===== src/rtl/lrwa_pkg.sv =====
`timescale 1ns / 1ps

package lrwa_pkg;

    // widths fixed by the frame and result formats
    localparam int SAMPLE_W = 15;
    localparam int SPEED_W  = 19;
    localparam int FRAC_W   = 4;
    localparam int HELD_W   = 4;
    localparam int RAW_W    = 16;

    // speed level code, bits 3:2 of the status byte
    typedef enum logic [1:0] {
        LVL_IDLE = 2'd0,
        LVL_LOW  = 2'd1,
        LVL_MID  = 2'd2,
        LVL_HIGH = 2'd3
    } t_level;

    // configuration register indexes
    localparam logic [1:0] CFG_DEF_LOW  = 2'd0;
    localparam logic [1:0] CFG_DEF_MID  = 2'd1;
    localparam logic [1:0] CFG_DEF_HIGH = 2'd2;

    // register reset values
    localparam logic [SAMPLE_W-1:0] DEF_LOW_RST  = 15'd150;
    localparam logic [SAMPLE_W-1:0] DEF_MID_RST  = 15'd180;
    localparam logic [SAMPLE_W-1:0] DEF_HIGH_RST = 15'd300;

endpackage


===== src/rtl/lrwa_div.sv =====
`timescale 1ns / 1ps

// Restoring divider, one quotient bit per cycle.
module lrwa_div #(
    parameter int QW = 23,
    parameter int DW = 4
) (
    input  logic          i_clk,
    input  logic          i_rst_n,
    input  logic          i_start,
    input  logic [QW-1:0] i_dividend,
    input  logic [DW-1:0] i_divisor,
    output logic          o_done,
    output logic [QW-1:0] o_quotient
);

    localparam int CW = $clog2(QW + 1);

    logic [QW-1:0] r_quo;
    logic [DW-1:0] r_rem;
    logic [DW-1:0] r_div;
    logic [CW-1:0] r_cnt;
    logic          r_busy;
    logic          r_done;

    logic [DW:0]   n_shift;
    logic [DW:0]   n_diff;
    logic          n_ge;

    assign n_shift = {r_rem, r_quo[QW-1]};
    assign n_diff  = n_shift - {1'b0, r_div};
    assign n_ge    = (n_shift >= {1'b0, r_div});

    always_ff @(posedge i_clk) begin
        if (!i_rst_n) begin
            r_busy <= 1'b0;
            r_done <= 1'b0;
            r_cnt  <= '0;
        end else begin
            r_done <= 1'b0;
            if (i_start) begin
                r_busy <= 1'b1;
                r_cnt  <= CW'(QW);
                r_quo  <= i_dividend;
                r_rem  <= '0;
                r_div  <= i_divisor;
            end else if (r_busy) begin
                r_rem <= n_ge ? n_diff[DW-1:0] : n_shift[DW-1:0];
                r_quo <= {r_quo[QW-2:0], n_ge};
                r_cnt <= r_cnt - 1'b1;
                if (r_cnt == CW'(1)) begin
                    r_busy <= 1'b0;
                    r_done <= 1'b1;
                end
            end
        end
    end

    assign o_done     = r_done;
    assign o_quotient = r_quo;

endmodule


===== src/rtl/level_reset_window_average.sv =====
`timescale 1ns / 1ps
// Flow: a level change or an empty-window default goes from S_IDLE to S_DONE and then into the
//   output register; a mean with a new sample passes S_UPD, S_DIVGO, S_DIV and S_DONE before
//   the output register, and a repeated mean skips S_UPD (QW = sum width + 4).
// One request at a time: the input is ready only in S_IDLE, so a new request is taken only
//   after the last one has been loaded into the output register. The bit-serial divider gives
//   one quotient bit per cycle; a result held by a full output register stalls the next
//   request until the register frees.
// Reset (synchronous, active low) empties the window, sets the level to idle and loads
//   the default speeds 150 / 180 / 300; the sample memory itself is not cleared.
module level_reset_window_average #(
    parameter int WINDOW_LENGTH = 10
) (
    input  logic        i_clk,
    input  logic        i_rst_n,
    // stream in
    input  logic        s_axis_tvalid,
    output logic        s_axis_tready,
    input  logic [23:0] s_axis_tdata,  // status_byte, speed_low_byte, speed_high_byte
    // stream out
    output logic        m_axis_tvalid,
    input  logic        m_axis_tready,
    output logic [23:0] m_axis_tdata,  // mean_speed[18:0], speed_valid, samples_held[3:0]
    output logic        m_axis_tuser,  // used_default
    // config writes
    input  logic        i_cfg_valid,
    output logic        o_cfg_ready,
    input  logic [1:0]  i_cfg_index,
    input  logic [14:0] i_cfg_data
);

    localparam int SW    = lrwa_pkg::SAMPLE_W;
    localparam int SUMW  = $clog2(WINDOW_LENGTH * ((1 << SW) - 1) + 1);
    localparam int QW    = SUMW + lrwa_pkg::FRAC_W;
    localparam int CNTW  = $clog2(WINDOW_LENGTH + 1);
    localparam int SLOTW = (WINDOW_LENGTH > 1) ? $clog2(WINDOW_LENGTH) : 1;

    typedef enum logic [2:0] {
        S_IDLE,
        S_UPD,
        S_DIVGO,
        S_DIV,
        S_DONE
    } t_state;

    t_state r_state;

    // config
    logic [SW-1:0] r_def_low, r_def_mid, r_def_high;

    // window bookkeeping
    logic [SW-1:0]    r_mem [WINDOW_LENGTH];
    logic [SW-1:0]    r_rd_data;
    logic [CNTW-1:0]  r_count;
    logic [SUMW-1:0]  r_sum;
    logic [SLOTW-1:0] r_oldest;
    lrwa_pkg::t_level r_level;
    logic             r_valid_flag;

    // request in flight
    logic [SW-1:0] r_sample;
    logic [lrwa_pkg::SPEED_W-1:0] r_res_speed;
    logic          r_res_used;

    // output register
    logic          r_m_valid;
    logic [lrwa_pkg::SPEED_W-1:0] r_m_speed;
    logic          r_m_used;
    logic          r_m_vflag;
    logic [lrwa_pkg::HELD_W-1:0]  r_m_held;
    logic          out_load;

    // divider
    logic          div_start;
    logic          div_done;
    logic [QW-1:0] div_quo;

    // decode of the incoming frame
    lrwa_pkg::t_level in_level;
    logic [lrwa_pkg::RAW_W-1:0] in_raw;
    logic in_pos;
    logic in_change;
    logic accept;

    assign in_level  = lrwa_pkg::t_level'(s_axis_tdata[3:2]);
    assign in_raw    = s_axis_tdata[23:8];
    assign in_pos    = (in_raw != '0) && !in_raw[lrwa_pkg::RAW_W-1];
    assign in_change = (in_level != r_level) && (in_level != lrwa_pkg::LVL_IDLE);
    assign accept    = s_axis_tvalid && s_axis_tready;

    assign s_axis_tready = (r_state == S_IDLE);
    assign o_cfg_ready   = 1'b1;

    assign out_load = (r_state == S_DONE) && (!r_m_valid || m_axis_tready);

    function automatic logic [lrwa_pkg::SPEED_W-1:0] level_default16(
        input lrwa_pkg::t_level lvl,
        input logic [SW-1:0] d_low,
        input logic [SW-1:0] d_mid,
        input logic [SW-1:0] d_high
    );
        logic [SW-1:0] d;
        case (lvl)
            lrwa_pkg::LVL_HIGH: d = d_high;
            lrwa_pkg::LVL_MID:  d = d_mid;
            default:            d = d_low;
        endcase
        return {d, {lrwa_pkg::FRAC_W{1'b0}}};
    endfunction

    // next slot, fill state and oldest index for a positive sample
    logic             full;
    logic [SLOTW:0]   n_fill_wide;
    logic [SLOTW-1:0] n_slot;
    logic [SLOTW-1:0] n_oldest_inc;

    assign full         = (r_count == CNTW'(WINDOW_LENGTH));
    assign n_fill_wide  = {1'b0, r_oldest} + (SLOTW + 1)'(r_count);
    assign n_oldest_inc = (r_oldest == SLOTW'(WINDOW_LENGTH - 1)) ? '0 : r_oldest + 1'b1;

    always_comb begin
        if (full) begin
            n_slot = r_oldest;
        end else if (n_fill_wide >= (SLOTW + 1)'(WINDOW_LENGTH)) begin
            n_slot = SLOTW'(n_fill_wide - (SLOTW + 1)'(WINDOW_LENGTH));
        end else begin
            n_slot = n_fill_wide[SLOTW-1:0];
        end
    end

    // sample memory, one write and one registered read port
    always_ff @(posedge i_clk) begin
        if (r_state == S_UPD) begin
            r_mem[n_slot] <= r_sample;
        end
        r_rd_data <= r_mem[r_oldest];
    end

    assign div_start = (r_state == S_DIVGO);

    lrwa_div #(
        .QW (QW),
        .DW (CNTW)
    ) u_div (
        .i_clk      (i_clk),
        .i_rst_n    (i_rst_n),
        .i_start    (div_start),
        .i_dividend ({r_sum, {lrwa_pkg::FRAC_W{1'b0}}}),
        .i_divisor  (r_count),
        .o_done     (div_done),
        .o_quotient (div_quo)
    );

    always_ff @(posedge i_clk) begin
        if (!i_rst_n) begin
            r_state      <= S_IDLE;
            r_def_low    <= lrwa_pkg::DEF_LOW_RST;
            r_def_mid    <= lrwa_pkg::DEF_MID_RST;
            r_def_high   <= lrwa_pkg::DEF_HIGH_RST;
            r_count      <= '0;
            r_sum        <= '0;
            r_oldest     <= '0;
            r_level      <= lrwa_pkg::LVL_IDLE;
            r_valid_flag <= 1'b0;
            r_m_valid    <= 1'b0;
        end else begin
            if (i_cfg_valid && o_cfg_ready) begin
                case (i_cfg_index)
                    lrwa_pkg::CFG_DEF_LOW:  r_def_low  <= i_cfg_data;
                    lrwa_pkg::CFG_DEF_MID:  r_def_mid  <= i_cfg_data;
                    lrwa_pkg::CFG_DEF_HIGH: r_def_high <= i_cfg_data;
                    default: ;
                endcase
            end

            if (out_load) begin
                r_m_valid <= 1'b1;
            end else if (m_axis_tvalid && m_axis_tready) begin
                r_m_valid <= 1'b0;
            end

            case (r_state)
                S_IDLE: begin
                    if (accept) begin
                        r_sample <= in_raw[SW-1:0];
                        if (in_change) begin
                            r_count      <= '0;
                            r_sum        <= '0;
                            r_oldest     <= '0;
                            r_level      <= in_level;
                            r_valid_flag <= 1'b0;
                            r_res_speed  <= level_default16(in_level, r_def_low,
                                                            r_def_mid, r_def_high);
                            r_res_used   <= 1'b1;
                            r_state      <= S_DONE;
                        end else if (in_pos) begin
                            r_state <= S_UPD;
                        end else if (r_count != '0) begin
                            r_state <= S_DIVGO;
                        end else begin
                            r_res_speed <= level_default16(r_level, r_def_low,
                                                           r_def_mid, r_def_high);
                            r_res_used  <= 1'b1;
                            r_state     <= S_DONE;
                        end
                    end
                end
                S_UPD: begin
                    // r_rd_data holds the oldest entry, used only when the window is full
                    r_valid_flag <= 1'b1;
                    if (full) begin
                        r_sum    <= r_sum - SUMW'(r_rd_data) + SUMW'(r_sample);
                        r_oldest <= n_oldest_inc;
                    end else begin
                        r_sum   <= r_sum + SUMW'(r_sample);
                        r_count <= r_count + 1'b1;
                    end
                    r_state <= S_DIVGO;
                end
                S_DIVGO: begin
                    r_state <= S_DIV;
                end
                S_DIV: begin
                    if (div_done) begin
                        r_res_speed <= div_quo[lrwa_pkg::SPEED_W-1:0];
                        r_res_used  <= 1'b0;
                        r_state     <= S_DONE;
                    end
                end
                S_DONE: begin
                    if (out_load) begin
                        r_m_speed <= r_res_speed;
                        r_m_used  <= r_res_used;
                        r_m_vflag <= r_valid_flag;
                        r_m_held  <= lrwa_pkg::HELD_W'(r_count);
                        r_state   <= S_IDLE;
                    end
                end
                default: begin
                    r_state <= S_IDLE;
                end
            endcase
        end
    end

    assign m_axis_tvalid = r_m_valid;
    assign m_axis_tdata  = {r_m_held, r_m_vflag, r_m_speed};
    assign m_axis_tuser  = r_m_used;

    a_count_range: assert property (@(posedge i_clk) disable iff (!i_rst_n)
        r_count <= CNTW'(WINDOW_LENGTH))
        else $error("window count beyond window length");

    a_oldest_range: assert property (@(posedge i_clk) disable iff (!i_rst_n)
        r_oldest <= SLOTW'(WINDOW_LENGTH - 1))
        else $error("oldest slot out of range");

    a_valid_matches_count: assert property (@(posedge i_clk) disable iff (!i_rst_n)
        (r_count == '0) == !r_valid_flag)
        else $error("valid flag disagrees with window fill");

    a_div_done_state: assert property (@(posedge i_clk) disable iff (!i_rst_n)
        div_done |-> (r_state == S_DIV))
        else $error("divider finished outside the divide state");

    a_start_after_update: assert property (@(posedge i_clk) disable iff (!i_rst_n)
        (r_state == S_UPD) |=> (r_state == S_DIVGO) && r_valid_flag)
        else $error("window update not followed by divide start");

endmodule


===== config.mk =====
export PLATFORM = sky130hd
export DESIGN_NAME = level_reset_window_average
export DESIGN_NICKNAME = d
export VERILOG_FILES = /design/src/rtl/lrwa_pkg.sv /design/src/rtl/lrwa_div.sv /design/src/rtl/level_reset_window_average.sv
export SDC_FILE = /design/constraint.sdc
export NUM_CORES = 1
export LEC_CHECK = 0
export BUFFER_PORTS_ARGS = -buffer_cell sky130_fd_sc_hd__buf_2
export CORE_MARGIN = 1
export CORE_UTILIZATION = 35
export CTS_BUF_LIST = sky130_fd_sc_hd__clkbuf_4 sky130_fd_sc_hd__clkbuf_8 sky130_fd_sc_hd__clkbuf_16
export CTS_CLUSTER_SIZE = 16
export DETAILED_ROUTE_END_ITERATION = 12
export MAX_ROUTING_LAYER = met4
export PLACE_DENSITY_LB_ADDON = 0.05
export SLEW_MARGIN = 0
export SYNTH_ARGS = -nofsm -noshare
export SYNTH_HDL_FRONTEND = slang
export SYNTH_SLANG_ARGS = --single-unit

===== constraint.sdc =====
create_clock -name i_clk -period 6 [get_ports i_clk]
set_input_delay 0 -clock i_clk [delete_from_list [all_inputs] [get_ports i_clk]]
set_output_delay 0 -clock i_clk [all_outputs]
set_load 0.1 [all_outputs]

==> flow_metrics.py, run 1 <==
metrics = {
    "logic_synthesis": {
        "synth_top_family_by_area": "compound AO/OA/AOI/OAI gates",
        "synth_flop_cell": "edfxtp_1",
        "synth-seq-cells": 342,
        "synth_mux_area_share_pct": 7.606,
        "synth_nets": 1535,
        "yosys.area_share.simple_pct": 11.01,
        "syn_inst": 1419,
        "synth_enable_flop_cells": 241,
        "synth_compound_area_share_pct": 12.38,
        "async_flop_share_pct": 0,
        "synth.area.top_cells": "edfxtp_1 44%, dfxtp_1 12%, mux4_2 4.1%, nand2_1 4.0%, ha_1 4.0%",
        "synthAdderAreaFrac_pct": 6.201,
        "synth_area_mm2": 0.01630,
        "synthDistinctLibCells": 79,
        "synth-seq-area-share_pct": 56.79,
        "synth_top_area_share_pct": 44.39,
        "synth_common_cells": "241 x edfxtp_1, 174 x nand2_1, 122 x a21oi_1, 108 x nor2_1, 101 x dfxtp_1",
        "synthXorXnorAreaFrac_pct": 1.827,
        "yosys.area.top_type": "edfxtp_1",
        "synth_area_per_cell_um2": 11.49,
        "synth_warnings": 0,
        "synth_most_common_cell": "edfxtp_1",
    },
    "power_and_ir_drop": {
        "p_sw_mw": 1.409,
        "p_leak_nw": 7.000,
        "total_power_mw": 5.725,
        "clock_power_share_pct": 42.9,
        "p_sw_share_pct": 24.61,
        "power_density_mw_per_mm2": 300.1,
        "p_int_mw": 4.316,
        "p_comb_share_pct": 11.1,
        "power.share.sequential_pct": 46.1,
        "ir_worst_vdd_uv": 199.9,
    },
    "detailed_routing": {
        "ant_nets": 0,
        "m1WireLength_mm": 19.83,
        "viasPerCell": 5.051,
        "top_layer": "met4",
        "routed_wl_mm": 40.78,
        "drc": 0,
        "wl_per_cell_um": 18.97,
        "wl_met3_mm": 1.498,
        "vias": 10860,
        "first_pass_iters": 5,
        "dr_wl_met2_mm": 18.71,
        "drt-initial-drc-count": 553,
    },
    "sta": {
        "timing.fmax_mhz": 259.1,
        "slew_headroom_pct": 19.45,
        "tightest_slew_ns": 1.207,
        "tns_ns": 0,
        "hold-worst-slack_ns": 0.04035,
        "final_max_slew_viol_count": 0,
        "finalSetupViolCount": 0,
        "period_share_pct": 64.32,
        "layout_setup_ws_ns": 2.141,
        "rsz0062_at_grt": "false",
        "fin_crit_ns": 3.859,
        "finalHoldViolCount": 0,
        "finalClockSkew_ns": 0.01579,
    },
    "floorplan": {
        "rows": 78,
        "core_area_mm2": 0.04567,
        "die_width_um": 217.8,
        "die-area_mm2": 0.04745,
        "pin_count": 74,
        "die_y_um": 217.8,
        "initial_core_util_pct": 35.69,
    },
    "final_layout": {
        "layout.cells.non_filler": 2150,
        "stdcell_area_mm2": 0.01908,
        "fillCellCount": 4386,
        "syn2layout_area_growth_pct": 17.01,
        "fin_util_pct": 41.77,
        "drive_above_1_share_pct": 14.26,
        "nets": 1635,
        "n_antenna_cell": 0,
    },
    "clock_tree": {
        "cts.sinks": 342,
        "cts_buffers": 40,
        "cts_tree": "built",
        "worstSkewPairLatency_ns": 0.56,
        "cts_htree_levels": 2,
        "clk_path_buf_depth": 3,
        "clockRootBuffer": "clkbuf_16",
        "cts_setup_buffers": 0,
        "clkTransAtPathRegs_ns": 0.06,
    },
    "grt": {
        "antenna_found_initial": 0,
        "grt_overflow": 0,
        "grt_max_degree": 65,
        "grt_usage_pct": 18.12,
        "grt_pass1_vias": 10860,
        "grt_pass1_wl_mm": 63.78,
    },
    "setup_path": {
        "worstPathRequired_ns": 6.18,
        "critPathKind": "reg2reg",
        "cp_max_fo": 15,
        "crit_path_end_kind": "flop",
        "arrival_ns": 4.03,
        "cp-start-kind": "flop",
    },
    "flow_run": {
        "drv_cap": 0,
    },
    "worst_hold_path": {
        "hold_path.class": "in2reg",
    },
    "placed_design": {
        "dpl.cell_count": 2037,
        "pre_cts_ws_ns": 2.095,
        "hpwl_mm": 27.51,
        "routabilityCongestion": 0.8769,
        "post_dp_cell_area_mm2": 0.01735,
        "portBuffers": 66,
    },
    "status": {
        "outcome": "finished clean",
    },
}
-- power by group through the flow --
stage / Combinational [mW] / Clock, mW / Sequential [mW]
floorplan: 0.437 / 0 / 2.70
global placement: 0.618 / 0 / 2.69
detailed placement: 0.620 / 0 / 2.69
CTS: 0.642 / 2.54 / 2.64
global route: 0.702 / 2.61 / 2.65
finish: 0.633 / 2.45 / 2.64
-- cell usage in the layout (no fill, tap or decap), types with 40 or more instances in the layout --
cell           count
edfxtp_1         241
dlygate4sd3_1     40
nand2_1          174
ha_1              52
a21oi_1          122
dfxtp_1           99
mux2i_1           53
o21ai_0           54
nor2_1           106
inv_1             97
buf_2             66
clkbuf_16         41
-- routing by layer --
metal / GRT usage [%] / vias up
met5: - / -
met4: 5.198 / 0
met3: 2.552 / 47
met2: 28.37 / 184
met1: 24.46 / 5268
li1: - / 5361
-- worst paths after layout --
kind | slack, ns | cells after the start | startpoint | endpoint
hold reg to reg | 0.42 | 0 | r_res_speed[11] | r_m_speed[11]
hold / removal | 0.04 | 3 | s_axis_tvalid | r_oldest[1]
setup reg to reg | 2.14 | 11 | r_count[0] | r_mem[3][0]
setup / recovery | 2.14 | 11 | r_count[0] | r_mem[3][0]
-- repair_timing --
item,CTS,global route
endpoints found under the hold margin,62,0
gates resized for setup,0,0
hold buffers,40,0
-- state kept, by name, indices dropped and copies added (netlist names), 4 cells and up --
register,flops
r_def_mid,15
r_sample,15
r_def_low,15
r_mem,150
u_div.o_quotient,23
r_count,4
u_div.r_cnt,5
r_rd_data,15
r_sum,19
r_m_speed,19
u_div.r_rem,4
u_div.r_div,4
r_m_held,4
r_def_high,15
r_res_speed,19
r_oldest,4
-- critical path: stages (launching register included) --
cell	delay, ns
dfxtp_1	0.45
ha_1	0.30
fa_1	0.41
xnor2_1	0.29
ha_1	0.27
inv_1	0.05
a31o_2	0.22
nand3_1	0.07
mux2_2	0.14
nand2_1	0.16
nor3_1	0.28
nor3b_4	0.83
-- kinds of logic (layout without fill, tap and decap cells) --
logic type	Yosys count	after routing
flip-flops	342	342
XOR/XNOR	34	34
other	1	1
multiplexers	86	86
AND/OR/NAND/NOR	401	401
AO/OA/AOI/OAI	315	315
buffers and inverters	170	301
adder cells (fa/ha/maj)	70	70
-- layout make-up --
| cell class | count | area (µm²) | area share (%) |
|---|---|---|---|
| Sequential cell | 342 | 9264 | 48.56 |
| Multi-Input combinational cell | 907 | 6461 | 33.87 |
| Tap cell | 600 | 750.7 | 3.935 |
| Inverter | 98 | 367.9 | 1.928 |
| Clock inverter | 26 | 250.2 | 1.312 |
| Clock buffer | 47 | 1071 | 5.615 |
| Timing Repair Buffer | 130 | 910.9 | 4.775 |
Power figures use the tool's default switching activity.
==> run 2, diff against run 1 <==
- clock period: 6 -> 3.1 ns (I/O delays scaled with it)
==> run 2 against run 1 <==
  * Routed wire length grew 6.2%
  * Via count grew 2.9%
  * Combinational power grew 120%
  * Utilization grew 1.9 points
  * Clock-buffer cell count grew 5
  * Sequential cell count is the same
  * Clock power grew 100%
  * Highest routed layer unchanged
  * Global-route usage grew 0.91 points
==> flow_metrics.py, run 2 (synthesis results as in run 1) <==
metrics = {
    "status": {
        "outcome": "finished clean",
    },
    "power_and_ir_drop": {
        "total_power_mw": 11.37,
        "power_density_mw_per_mm2": 569.7,
        "ir_worst_vdd_uv": 467.5,
        "p_leak_nw": 7.360,
    },
    "clock_tree": {
        "cts_tree": "built",
        "cts_htree_levels": 2,
        "clockRootBuffer": "clkbuf_16",
        "clkTransAtPathRegs_ns": 0.06,
        "cts.sinks": 342,
        "cts_buffers": 40,
        "clk_path_buf_depth": 3,
        "worstSkewPairLatency_ns": 0.57,
    },
    "setup_path": {
        "cp-start-kind": "flop",
        "ff2ff_path_depth": 12,
        "cp_max_fo": 7,
        "arrival_ns": 3.30,
        "crit_path_end_kind": "flop",
        "crit_path_max_incr_delay_ns": 0.39,
        "critPathKind": "reg2reg",
        "crit_top_cell": "ha_4",
        "path_cells": "ha_4, fa_2, xnor2_4, ha_4, inv_2, a31o_4, a21boi_2, mux2i_2, mux2i_4, nor3b_4, buf_6, clkbuf_16",
        "cp_slowest_cell": "fa_2",
        "worstPathRequired_ns": 3.37,
    },
    "detailed_routing": {
        "vias": 11170,
        "routed_wl_mm": 43.30,
        "dr_wl_met2_mm": 19.73,
        "drc": 0,
        "viasPerCell": 5.046,
        "wl_met3_mm": 1.456,
        "ant_nets": 0,
        "top_layer": "met4",
        "drt-initial-drc-count": 560,
        "m1WireLength_mm": 21.19,
        "wl_per_cell_um": 19.56,
        "first_pass_iters": 5,
    },
    "sta": {
        "period_share_pct": 97.64,
        "fin_crit_ns": 3.027,
        "rsz0062_at_grt": "true",
        "final_max_slew_viol_count": 0,
        "finalSetupViolCount": 0,
        "finalClockSkew_ns": 0.02161,
        "timing.fmax_mhz": 330.4,
        "finalHoldViolCount": 0,
        "layout_setup_ws_ns": 0.07308,
        "tightest_slew_ns": 0.9071,
        "slew_headroom_pct": 38.73,
    },
    "placed_design": {
        "pre_cts_ws_ns": 0.02715,
        "hpwl_mm": 29.69,
        "portBuffers": 66,
        "dpl.cell_count": 2088,
        "routabilityCongestion": 0.8435,
    },
    "grt": {
        "antenna_found_initial": 1,
        "grt_max_degree": 51,
        "grt_usage_pct": 19.03,
        "grt_pass1_wl_mm": 66.43,
        "grt_overflow": 0,
        "grt_pass1_vias": 11200,
    },
    "worst_hold_path": {
        "hold_path.class": "in2reg",
        "hold_path_depth": 5,
    },
    "final_layout": {
        "mostFrequentLayoutCells": "241 x edfxtp_1, 174 x nand2_1, 119 x a21oi_1, 106 x nor2_1, 97 x dfxtp_1",
        "regMostFlops": "r_mem",
        "drive_above_1_share_pct": 19.52,
        "layout.cells.non_filler": 2214,
        "largest_reg_flops": 150,
        "syn2layout_area_growth_pct": 22.41,
        "mostFrequentLayoutCell": "edfxtp_1",
        "n_antenna_cell": 0,
        "nets": 1699,
    },
    "floorplan": {
        "initial_core_util_pct": 35.69,
        "die_width_um": 217.8,
        "pin_count": 74,
        "core_area_mm2": 0.04567,
        "die_y_um": 217.8,
        "die-area_mm2": 0.04745,
        "rows": 78,
    },
    "flow_run": {
        "drv_cap": 0,
    },
}
==> run 2: cell count changes in the layout (fill, tap and decap cells not counted), sizes merged <==
cell | before | now
buf | 90 | 151
clkinv | 19 | 10
clkbuf | 47 | 53
clkinvlp | 0 | 4
dlygate4sd3 | 40 | 42
==> run 2: metal layers <==
layer	up-vias	GRT usage, %
met2	190	29.18
met3	59	2.692
met1	5443	26.15
met4	0	5.618
li1	5479	-
met5	-	-
==> run 2: final timing paths <==
| check | start | end | slack [ns] |
|---|---|---|---|
| worst max register to register | r_oldest[0] | r_mem[7][11] | 0.07 |
| worst max-delay path | r_oldest[0] | r_mem[7][11] | 0.07 |
| worst min register to register | r_res_used | m_axis_tuser | 0.42 |
| worst min-delay path | s_axis_tdata[23] | r_state[0] | 0.11 |
==> run 2: worst max-delay path, delay by kind of cell (launching register included) <==
| kind | cells | cell delay (ns) |
|---|---|---|
| xor gates and xnor gates | 1 | 0.22 |
| adders and majority gates | 3 | 0.73 |
| DFF | 1 | 0.35 |
| buffers and inverters | 3 | 0.35 |
| AOI/OAI and AO/OA | 2 | 0.35 |
| muxes | 2 | 0.51 |
| and+or+nand+nor | 1 | 0.23 |
==> run 2: area by class of cell <==
type / count / area (µm²)
flip-flops and latches: 342 / 9269
well taps: 600 / 750.7
fillers: 4303 / 25720
repair buffers: 194 / 1543
clock inverters: 21 / 271.5
clock buffers: 52 / 1097
multi-input cells: 907 / 6658
inverters: 98 / 367.9
==> run 2: through the flow <==
step	TNS (ns)	util, %	hold slack (ns)	area (µm²)
floorplan	-3.458	-	0.09887	16480
global placement	0	39.30	0.2053	17950
detailed placement	0	39.30	0.2054	17950
CTS	0	43.21	0.05217	19740
global route	-0.4813	43.69	0.1329	19960
finish	0	43.69	0.1121	19960
==> run 2: where the power goes <==
part,switching [mW],total [mW],internal [mW]
Sequential,0.0628,5.05,4.99
Clock,1.96,4.91,2.95
Combinational,0.847,1.41,0.558
Total,2.87,11.4,8.50
==> run 2: repair_timing <==
item | in CTS | in global routing
pin swaps | 1 | 16
setup buffers | 0 | 10
hold buffers | 42 | 0
gates cloned | 0 | 1
resized for setup | 0 | 24
hold endpoints to repair | 68 | 0
endpoints found under the setup margin | 1 | 69
==> run 3, diff against run 2 <==
- CTS_BUF_LIST: sky130_fd_sc_hd__clkbuf_4 sky130_fd_sc_hd__clkbuf_8 sky130_fd_sc_hd__clkbuf_16 -> sky130_fd_sc_hd__clkbuf_16
==> run 3 against run 2 <==
  * First-iteration DRC count decreased by 2.7%
  * Sequential cell count unchanged
  * Sequential share of layout area increased by 0.12 points
  * Final cell count unchanged
  * Sequential power about the same
  * Critical path depth unchanged
  * Worst hold slack improved by 0.011 ns
  * Combinational power about the same
  * Setup slack got worse by 0.0088 ns
  * Non-clock buffer count unchanged
  * Maximum frequency decreased by 0.29%
  * Die area unchanged
  * Critical path type unchanged
  * Largest cell class unchanged
  * Highest routed layer unchanged
==> flow_metrics.py, run 3 (synthesis results as in run 1) <==
metrics = {
    "detailed_routing": {
        "vias": 11190,
        "drt-initial-drc-count": 545,
        "wl_met3_mm": 1.419,
        "ant_nets": 0,
        "routed_wl_mm": 43.30,
        "drc": 0,
        "viasPerCell": 5.052,
        "m1WireLength_mm": 21.23,
        "dr_wl_met2_mm": 19.72,
        "top_layer": "met4",
        "first_pass_iters": 5,
        "wl_per_cell_um": 19.56,
    },
    "final_layout": {
        "mostFrequentLayoutCell": "edfxtp_1",
        "drive_above_1_share_pct": 18.71,
        "regMostFlops": "r_mem",
        "n_antenna_cell": 0,
        "largest_reg_flops": 150,
        "layout.cells.non_filler": 2214,
        "mostFrequentLayoutCells": "241 x edfxtp_1, 174 x nand2_1, 119 x a21oi_1, 106 x nor2_1, 105 x inv_1",
        "syn2layout_area_growth_pct": 22.09,
        "nets": 1699,
        "fillCellCount": 4308,
    },
    "placed_design": {
        "hpwl_mm": 29.69,
        "pre_cts_ws_ns": 0.02715,
        "dpl.cell_count": 2088,
        "portBuffers": 66,
        "routabilityCongestion": 0.8435,
    },
    "power_and_ir_drop": {
        "total_power_mw": 11.21,
        "ir_worst_vdd_uv": 469.7,
        "p_leak_nw": 7.362,
        "power_density_mw_per_mm2": 563.3,
    },
    "sta": {
        "finalClockSkew_ns": 0.02289,
        "finalSetupViolCount": 0,
        "hold-worst-slack_ns": 0.1231,
        "slew_headroom_pct": 35.45,
        "layout_setup_ws_ns": 0.06429,
        "tightest_slew_ns": 0.9557,
        "period_share_pct": 97.93,
        "final_max_slew_viol_count": 0,
        "finalHoldViolCount": 0,
        "rsz0062_at_grt": "true",
        "fin_crit_ns": 3.036,
        "timing.fmax_mhz": 329.4,
    },
    "clock_tree": {
        "cts_htree_levels": 2,
        "cts_buffers": 40,
        "worstSkewPairLatency_ns": 0.57,
        "clk_path_buf_depth": 3,
        "cts.sinks": 342,
        "clkTransAtPathRegs_ns": 0.06,
        "clockRootBuffer": "clkbuf_16",
        "cts_tree": "built",
    },
    "floorplan": {
        "rows": 78,
        "die-area_mm2": 0.04745,
        "pin_count": 74,
        "initial_core_util_pct": 35.69,
        "core_area_mm2": 0.04567,
        "die_y_um": 217.8,
        "die_width_um": 217.8,
    },
    "grt": {
        "grt_pass1_vias": 11190,
        "grt_overflow": 0,
        "grt_pass1_wl_mm": 66.41,
        "grt_usage_pct": 19.02,
        "grt_max_degree": 51,
        "antenna_found_initial": 1,
    },
    "setup_path": {
        "ff2ff_path_depth": 12,
        "crit_path_max_incr_delay_ns": 0.39,
        "cp_max_fo": 7,
        "cp-start-kind": "flop",
        "critPathKind": "reg2reg",
        "r2r_slack_ns": 0.06,
        "cp_slowest_cell": "fa_2",
        "crit_path_end_kind": "flop",
        "crit_top_cell": "ha_4",
        "path_cells": "ha_4, fa_2, xnor2_4, ha_4, inv_2, a31o_4, a21boi_2, mux2i_2, mux2i_4, nor3b_4, buf_6, clkbuf_16",
        "worst_r2r_endpoint": "r_mem[7][11]",
        "arrival_ns": 3.31,
        "r2r-start": "r_oldest[0]",
        "worstPathRequired_ns": 3.37,
    },
    "flow_run": {
        "drv_cap": 0,
    },
    "worst_hold_path": {
        "hold_path_depth": 5,
        "min_from": "s_axis_tdata[23]",
        "hold_path.class": "in2reg",
        "min_to": "r_state[0]",
    },
    "status": {
        "outcome": "finished clean",
    },
}
-- run 3: cell types whose count changed in the layout (fill, tap and decap cells not counted) --
cell and change:
clkbuf_4 -11, inv_1 +11, clkbuf_8 -1, clkinv_1 +1
dfxtp_1 +1, dfxtp_2 -1
-- run 3: per-stage QoR --
stage,instance area [µm²],setup TNS [ns],utilization (%)
4_1_cts,19690,0,43.10
5_1_grt,19900,-0.4778,43.58
2_1_floorplan,16480,-3.458,-
3_3_place_gp,17950,0,39.30
3_5_place_dp,17950,0,39.30
6_report,19900,0,43.58
-- run 3: what timing repair did --
action                     4_1_cts  5_1_grt
hold buffers                    42        0
gates cloned                     0        1
setup endpoints to repair        1       69
buffers inserted                 0       10
pin swaps                        1       16
resized for setup                0       23
hold endpoints to repair        68        0
-- run 3: area by class of cell --
class,instances,area (µm²),area share (%)
clock buffers,40,1001,5.029
clock inverters,33,316.6,1.590
inverters,98,367.9,1.848
multi-input cells,907,6658,33.45
flip-flops and latches,342,9268,46.56
well taps,600,750.7,3.772
repair buffers,194,1543,7.751
-- run 3: how the worst max path moves through the flow --
stage	start	end	slack (ns)
detailed placement	r_sample[5]	r_sum[11]	0.03
floorplan	r_count[0]	r_mem[5][0]	-0.12
global route	r_count[0]	r_mem[7][12]	-0.05
global placement	r_count[0]	r_mem[4][2]	0.11
finish	r_oldest[0]	r_mem[7][11]	0.06
CTS	r_sample[5]	r_sum[11]	0.01
-- run 3: critical path: cells and delay by family, from the launching register on --
kind                     cells  cell delay [ns]
adder cells (fa/ha/maj)      3             0.73
AND/OR/NAND/NOR              1             0.23
buffers and inverters        3             0.35
AO/OA/AOI/OAI                2             0.35
XOR/XNOR                     1             0.23
flip-flops                   1             0.35
multiplexers                 2             0.51
-- run 3: where the power goes --
group	internal (mW)	switching [mW]
combinational	0.558	0.848
clock	2.79	1.96
sequential	4.99	0.0625
total	8.34	2.87
-- run 3: routing by layer --
| metal | vias up | track usage, % |
|---|---|---|
| met4 | 0 | 5.618 |
| met3 | 59 | 2.692 |
| li1 | 5484 | - |
| met2 | 204 | 29.16 |
| met1 | 5438 | 26.16 |
| met5 | - | - |
